==> src/rtl/triangle_measures_top_defines.svh <==
// Assertion macros for the triangle measures block.
// Used by the top level only; no other dependencies.
`ifndef TRIANGLE_MEASURES_TOP_DEFINES_SVH
`define TRIANGLE_MEASURES_TOP_DEFINES_SVH

// Same-cycle implication, checked out of reset.
`define TM_ASSERT_IMP(label, clk, rst_n, ante, cons, msg) \
  label: assert property (@(posedge clk) disable iff (!rst_n) (ante) |-> (cons)) \
    else $error(msg);

// Next-cycle implication, checked out of reset.
`define TM_ASSERT_NXT(label, clk, rst_n, ante, cons, msg) \
  label: assert property (@(posedge clk) disable iff (!rst_n) (ante) |=> (cons)) \
    else $error(msg);

`endif

==> src/rtl/tm_pkg.sv <==
// Shared widths, stage counts and payload types for the triangle measures block.
// No dependencies; every other file but the defines header uses it.
package tm_pkg;

  localparam int COORD_BITS   = 16;
  localparam int FRAC_BITS    = 8;
  localparam int DIFF_W       = COORD_BITS + 1;
  localparam int SQ_W         = 2 * DIFF_W;
  localparam int LEN_W        = COORD_BITS + FRAC_BITS + 1;
  localparam int PER_W        = LEN_W + 2;
  localparam int AREA_W       = 2 * COORD_BITS + 1;
  localparam int RAD_W        = 2 * LEN_W;
  localparam int NUM_W        = AREA_W + 2 * FRAC_BITS;
  localparam int SQRT_STEPS   = LEN_W;
  localparam int DIV_STEPS    = NUM_W;
  localparam int FRONT_STAGES = 3;
  localparam int LAT          = FRONT_STAGES + SQRT_STEPS + DIV_STEPS + 1;

  typedef logic signed [COORD_BITS-1:0] coord_t;
  typedef logic [LEN_W-1:0]             len_t;
  typedef logic [AREA_W-1:0]            area_t;
  typedef logic [PER_W-1:0]             per_t;

  typedef struct packed {
    len_t len;
    len_t alt;
  } lane_res_t;

  typedef struct packed {
    len_t       len_ab;
    len_t       len_ac;
    len_t       len_bc;
    per_t       perimeter;
    area_t      area_twice;
    len_t       alt_a;
    len_t       alt_b;
    len_t       alt_c;
    logic [2:0] zero_side_flags;
  } result_t;

endpackage

==> src/rtl/tm_merge.sv <==
// Merge stage: combines the three lane results and the area into one
// registered result, zeroing altitudes to zero-length sides. Depends on tm_pkg.
module tm_merge (
  input  logic              clk,
  input  logic              adv,
  input  tm_pkg::lane_res_t res_ab,
  input  tm_pkg::lane_res_t res_ac,
  input  tm_pkg::lane_res_t res_bc,
  input  tm_pkg::area_t     area,
  output tm_pkg::result_t   result
);
  import tm_pkg::*;

  result_t    res_r;
  logic [2:0] zero;

  assign zero = {res_bc.len == '0, res_ac.len == '0, res_ab.len == '0};

  always_ff @(posedge clk) begin
    if (adv) begin
      res_r.len_ab          <= res_ab.len;
      res_r.len_ac          <= res_ac.len;
      res_r.len_bc          <= res_bc.len;
      res_r.perimeter       <= PER_W'(res_ab.len) + PER_W'(res_ac.len) + PER_W'(res_bc.len);
      res_r.area_twice      <= area;
      res_r.alt_a           <= zero[2] ? '0 : res_bc.alt;
      res_r.alt_b           <= zero[1] ? '0 : res_ac.alt;
      res_r.alt_c           <= zero[0] ? '0 : res_ab.alt;
      res_r.zero_side_flags <= zero;
    end
  end

  assign result = res_r;

endmodule

==> config.mk <==
export PLATFORM = sky130hd
export DESIGN_NAME = tm_merge
export DESIGN_NICKNAME = d
export VERILOG_FILES = /design/src/rtl/triangle_measures_top_defines.svh /design/src/rtl/tm_pkg.sv /design/src/rtl/tm_merge.sv
export SDC_FILE = /design/constraint.sdc
export NUM_CORES = 1
export LEC_CHECK = 0
export BUFFER_PORTS_ARGS = -buffer_cell sky130_fd_sc_hd__buf_2
export CAP_MARGIN = 30
export CORE_AREA = 2 2 153 155
export CTS_CLUSTER_DIAMETER = 60
export DETAILED_ROUTE_END_ITERATION = 12
export DIE_AREA = 0 0 155 157
export PLACE_DENSITY_LB_ADDON = 0.2
export RECOVER_POWER = 100
export SYNTH_ARGS = -nofsm -noshare
export SYNTH_HDL_FRONTEND = slang
export SYNTH_SLANG_ARGS = --single-unit
export TNS_END_PERCENT = 20
==> constraint.sdc <==
create_clock -name clk -period 8.3 [get_ports clk]
set_input_delay 1.245 -clock clk [delete_from_list [all_inputs] [get_ports clk]]
set_output_delay 1.245 -clock clk [all_outputs]
set_load 0.01 [all_outputs]
==> results of run 1 <==
## routing by layer
| metal | vias to the layer above | part of all wire | track usage | wire length (um) |
|---|---|---|---|---|
| met5 | - | 0.0011 | 0 | 27 |
| met4 | 4 | 0.031 | 0.05511 | 804 |
| met3 | 54 | 0.090 | 0.06222 | 2308 |
| met2 | 277 | 0.52 | 0.3615 | 13240 |
| met1 | 2942 | 0.36 | 0.2287 | 9313 |
| li1 | 2838 | - | - | - |
## stage by stage
step / util / hold slack, ps / worst slack [ps] / area (um^2) / std cells
after CTS: 0.5320 / 876.2 / 4494 / 11970 / 1242
after global placement: 0.4994 / 1422 / 3997 / 11240 / 1202
after detailed placement: 0.5000 / 1423 / 3959 / 11250 / 1203
final: 0.5125 / 909.5 / 2777 / 11530 / 1242
after global routing: 0.5125 / 885.5 / 2240 / 11530 / 1242
after floorplan: - / 1344 / 4441 / 8900 / 529
## path summary, 6_finish.rpt
check / start / to / slack (ps) / cells past startpoint
max: adv / result[111] / 2780 / 2
min: area[11] / result[89] / 910 / 1
## kinds of logic (layout without fill, tap and decap cells)
logic type	count (synthesis)	count (layout)	share of synthesized area
DFF	213	213	0.7187
adders and majority gates	50	50	0.09223
buffers and inverters	24	452	0.01026
and+or+nand+nor	150	150	0.09968
xor gates and xnor gates	21	21	0.02067
AOI/OAI and AO/OA	71	71	0.05848
## power by group
part           leakage (nW)  total (mW)  switching, mW  internal (mW)
combinational          1.85       0.514          0.319          0.196
sequential             2.08        1.36         0.0324           1.33
clock                 0.354       0.994          0.416          0.577
## layout make-up
cell class                 count  share of cell area
clock buffer                  30             0.05588
multi-input combinational    292              0.2053
timing repair buffer         402              0.1432
inverter                      11            0.003580
sequential                   213              0.5546
clock inverter                 9            0.006510
tap                          285             0.03092
## cells in the final DEF, fill, tap and decap left out, drive strengths merged, types with 12 or more instances in the layout
master / instances
buf: 110
a21oi: 16
ha: 24
clkbuf: 322
inv: 12
fa: 26
nor2b: 76
edfxtp: 213
a21o: 21
nor4: 17
xnor2: 15
==> flow_summary_export.csv, run 1 <==
group,metric,value,unit
worst_setup_path,critPathRequiredTime,8430,ps
global_routing,antenna_found_initial,2,
yosys,synth_area,0.008900,mm^2
yosys,synth-edff-count,213,
yosys,synth.most_common_cell,"edfxtp_1",
worst_setup_path,crit_fanout,84,
clock_network,cts_hold_buf,0,
timing,finalMaxSlewViolations,85,
worst_setup_path,critPathLaunchType,"input port",
yosys,seq_area_frac_synth,0.7187,
global_routing,grt_max_degree,85,
yosys,syn_nets,764,
timing,fin_crit,5523,ps
worst_setup_path,crit_family,"buffers and inverters",
place,dp_hpwl,19.66,mm
place,portBuffers,397,
yosys,synthArstFlopShare,0,
yosys,avgSynthCellArea,16.82,um^2
die,top_level_ports,398,
yosys,synthFlopType,"edfxtp_1",
worst_setup_path,crit_type,"in2reg",
global_routing,grt_pass1_vias,6022,
finish,nets,1179,
power_and_ir_drop,power,2.867,mW
clock_network,cts_buffers,24,
die,coreArea,0.02250,mm^2
power_and_ir_drop,vdd_drop_max,140.5,uV
detailed_routing,dr_total_vias,6115,
hold_path,hp-class,"in2reg",
finish,multi_input_area,0.002367,mm^2
finish,largest_register_ffs,213,
die,initial_core_util,0.3955,
clock_network,cts_sinks,213,
yosys,synth.largest_area_cell,"edfxtp_1",
detailed_routing,first_iter_violations,279,
clock_network,clockRootBuffer,"clkbuf_16",
detailed_routing,drc,0,
finish,antenna_cells,0,
place,gp_congestion,0.8197,
worst_setup_path,path_cells,"clkbuf_1 > buf_4",
detailed_routing,wl_per_cell,20.69,um
timing,slew_headroom,-2.049,
detailed_routing,ant_nets,0,
timing,setup_viol,0,
clock_network,cts_resized,0,
clock_network,cts_max_level,1,
finish,area_delta_synth_final,29.58,%
global_routing,grt_use_total,0.1997,
die,die_area,0.02434,mm^2
power_and_ir_drop,power_density,248.6,mW/mm^2
clock_network,cts_tree,"done",
worst_setup_path,critPathMaxStageDelay,3160,ps
yosys,ys_seq_elements,213,
die,die_w,155,um
timing,finalCritPeriodShare,0.6655,
clock_network,clk_pin_slew,60,ps
status,violations,"max-capacitance violations, max-slew violations",
worst_setup_path,endpoint_kind,"register",
clock_network,cts_setup_buffers,0,
timing,tns,0,ps
detailed_routing,first_pass_iters,4,
worst_setup_path,timing.critical_path.buf_inv,2,
clock_network,cts_buffer_depth,3,
detailed_routing,via_per_inst,4.924,
global_routing,grt_pass1_wl,36.37,mm
status,status,"finished, violations left",
yosys,yosysUniqueCellTypes,43,
power_and_ir_drop,p_leak,4.291,nW
die,num_rows,55,
finish,regArea,0.006396,mm^2
die,die_h,157,um
yosys,synth_cells,529,
worst_setup_path,crit_slowest_cell,"clkbuf_1",
flow_run,drv_cap,1,
finish,layout-drive-gt1-share,0.1526,
global_routing,grt_overflow,0,
timing,hold_violations,0,
timing,tightest_slew,4573,ps
detailed_routing,wl,25.69,mm
finish,nFillCells,2091,
timing,clock.fmax,0.1811,GHz
yosys,yosys_warnings,0,
yosys,synth_top_area_share,0.7187,
timing,grt_setup_unrepaired,"no",
yosys,synth_common_cells,"edfxtp_1 (213), nor2b_1 (75), fa_1 (26)",
yosys,ys_top_cells_by_area,"edfxtp_1 (72%), fa_1 (5.8%), nor2b_1 (5.3%)",
worst_setup_path,arrival,5650,ps
Power figures use the tool's default switching activity.
==> inputs of run 2 (changes only) <==
==> constraint.sdc (replaced) <==
create_clock -name clk -period 5.7 [get_ports clk]
set_input_delay 0.855 -clock clk [delete_from_list [all_inputs] [get_ports clk]]
set_output_delay 0.855 -clock clk [all_outputs]
set_load 0.01 [all_outputs]
==> run 2 against run 1 <==
Compared with the run above:
- the run still ends with max-capacitance violations, max-slew violations left
- critical path depth unchanged
- die area stayed put
- clock power grew 57%
- combinational power rose by 46%
- largest power group unchanged
==> flow_summary_export.csv, run 2 (synthesis gave the netlist of run 1 again) <==
group,metric,value,unit
clock_network,cts_resized,0,
place,portBuffers,397,
timing,layout_setup_ws,1520,ps
global_routing,grt_max_degree,123,
finish,layout-drive-gt1-share,0.1494,
worst_setup_path,crit_path_frequent_cell,"clkbuf_1",
status,violations,"max-capacitance violations, max-slew violations",
die,die_area,0.02434,mm^2
clock_network,cts_tree,"done",
clock_network,cts_max_level,1,
global_routing,grt_use_total,0.2009,
worst_setup_path,critPathLaunchType,"input port",
finish,fin_cells,1250,
place,placed_area,0.01125,mm^2
die,die_w,155,um
die,die_h,157,um
power_and_ir_drop,p_switching,1.134,mW
worst_setup_path,crit_type,"in2reg",
clock_network,cts_buffer_depth,3,
finish,area_delta_synth_final,30.75,%
timing,setup_viol,0,
worst_setup_path,critPathMaxStageDelay,1890,ps
power_and_ir_drop,swShare,0.2643,
hold_path,hp-class,"in2reg",
clock_network,clockRootBuffer,"clkbuf_16",
worst_setup_path,crit_fanout,47,
finish,largest_register_ffs,213,
worst_setup_path,crit_family,"buffers and inverters",
status,status,"finished, violations left",
clock_network,cts_setup_buffers,0,
timing,slew_headroom,-0.6935,
timing,tightest_slew,2540,ps
detailed_routing,ant_nets,0,
global_routing,grt_pass1_wl,36.63,mm
place,gp_congestion,0.8202,
die,initial_core_util,0.3955,
worst_setup_path,crit_slowest_cell,"clkbuf_1",
global_routing,grt_overflow,0,
clock_network,cts_sinks,213,
timing,finalCritPeriodShare,0.7333,
finish,nets,1181,
die,coreArea,0.02250,mm^2
hold_path,hp-start,"area[1]",
finish,post-route-util,0.5171,
detailed_routing,first_iter_violations,269,
timing,finalMaxSlewViolations,83,
finish,layout_common_cells,"clkbuf_1 (297), edfxtp_1 (213), buf_2 (108), nor2b_1 (76), fa_1 (26)",
power_and_ir_drop,clock_power_share,0.364,
die,num_rows,55,
die,top_level_ports,398,
power_and_ir_drop,p_seq_frac,0.461,
timing,fin_crit,4180,ps
clock_network,clk_pin_slew,60,ps
timing,whs,517.3,ps
global_routing,grt_pass1_vias,6002,
timing,tns,0,ps
place,dp_slack,1734,ps
worst_setup_path,critPathRequiredTime,5780,ps
detailed_routing,wl_per_cell,20.69,um
timing,hold_violations,0,
worst_setup_path,arrival,4260,ps
detailed_routing,dr_total_vias,6112,
detailed_routing,via_per_inst,4.890,
hold_path,holdPathStages,1,
finish,final_area,0.01164,mm^2
power_and_ir_drop,combinationalPowerShare,0.175,
worst_setup_path,endpoint_kind,"register",
clock_network,cts_hold_buf,0,
place,placedCellCount,1203,
power_and_ir_drop,power,4.289,mW
timing,clock.fmax,0.2392,GHz
worst_setup_path,timing.critical_path.buf_inv,2,
power_and_ir_drop,intPower,3.155,mW
power_and_ir_drop,p_leak,4.335,nW
place,dp_hpwl,19.65,mm
worst_setup_path,path_cells,"clkbuf_1 > clkbuf_1",
hold_path,min_to,"result[79]",
power_and_ir_drop,vdd_drop_max,221.0,uV
finish,final_common_cell,"clkbuf_1",
power_and_ir_drop,power_density,368.6,mW/mm^2
detailed_routing,drc,0,
detailed_routing,wl,25.87,mm
clock_network,cts_buffers,25,
detailed_routing,first_pass_iters,4,
flow_run,drv_cap,2,
global_routing,antenna_found_initial,2,
timing,grt_setup_unrepaired,"no",
## run 2: routing by layer
| metal | track usage | part of all wire | wire length, um | vias up |
|---|---|---|---|---|
| met2 | 0.3723 | 0.53 | 13710 | 254 |
| met1 | 0.2307 | 0.37 | 9442 | 2972 |
| met5 | 0 | 0.00050 | 13 | - |
| met3 | 0.05837 | 0.084 | 2185 | 35 |
| li1 | - | - | - | 2849 |
| met4 | 0.04277 | 0.020 | 513 | 2 |
## run 2: final cells by class
class / count / area [um^2]
Fill cell: 2079 / 10870
Sequential cell: 213 / 6396
Multi-Input combinational cell: 292 / 2365
Timing Repair Buffer: 403 / 1675
Clock buffer: 29 / 640.6
Tap cell: 285 / 356.6
Clock inverter: 16 / 158.9
Inverter: 11 / 41.29
Antenna cell: 1 / 2.502
## run 2: how the worst max path moves through the flow
stage / from / end / cells after the start
2_1_floorplan: res_ab[26] / result[134] / 11
3_3_place_gp: res_ab[26] / result[136] / 12
3_5_place_dp: res_ab[26] / result[136] / 12
4_1_cts: res_ab[26] / result[136] / 12
5_1_grt: adv / result[187] / 2
6_report: adv / result[42] / 2
## run 2: power by group through the flow
stage / combinational, mW / clock (mW) / sequential (mW)
global route: 0.832 / 1.66 / 1.99
detailed placement: 0.824 / 0 / 2.00
finish: 0.752 / 1.56 / 1.98
floorplan: 0.339 / 0 / 2.09
CTS: 0.828 / 1.60 / 1.97
global placement: 0.820 / 0 / 2.00
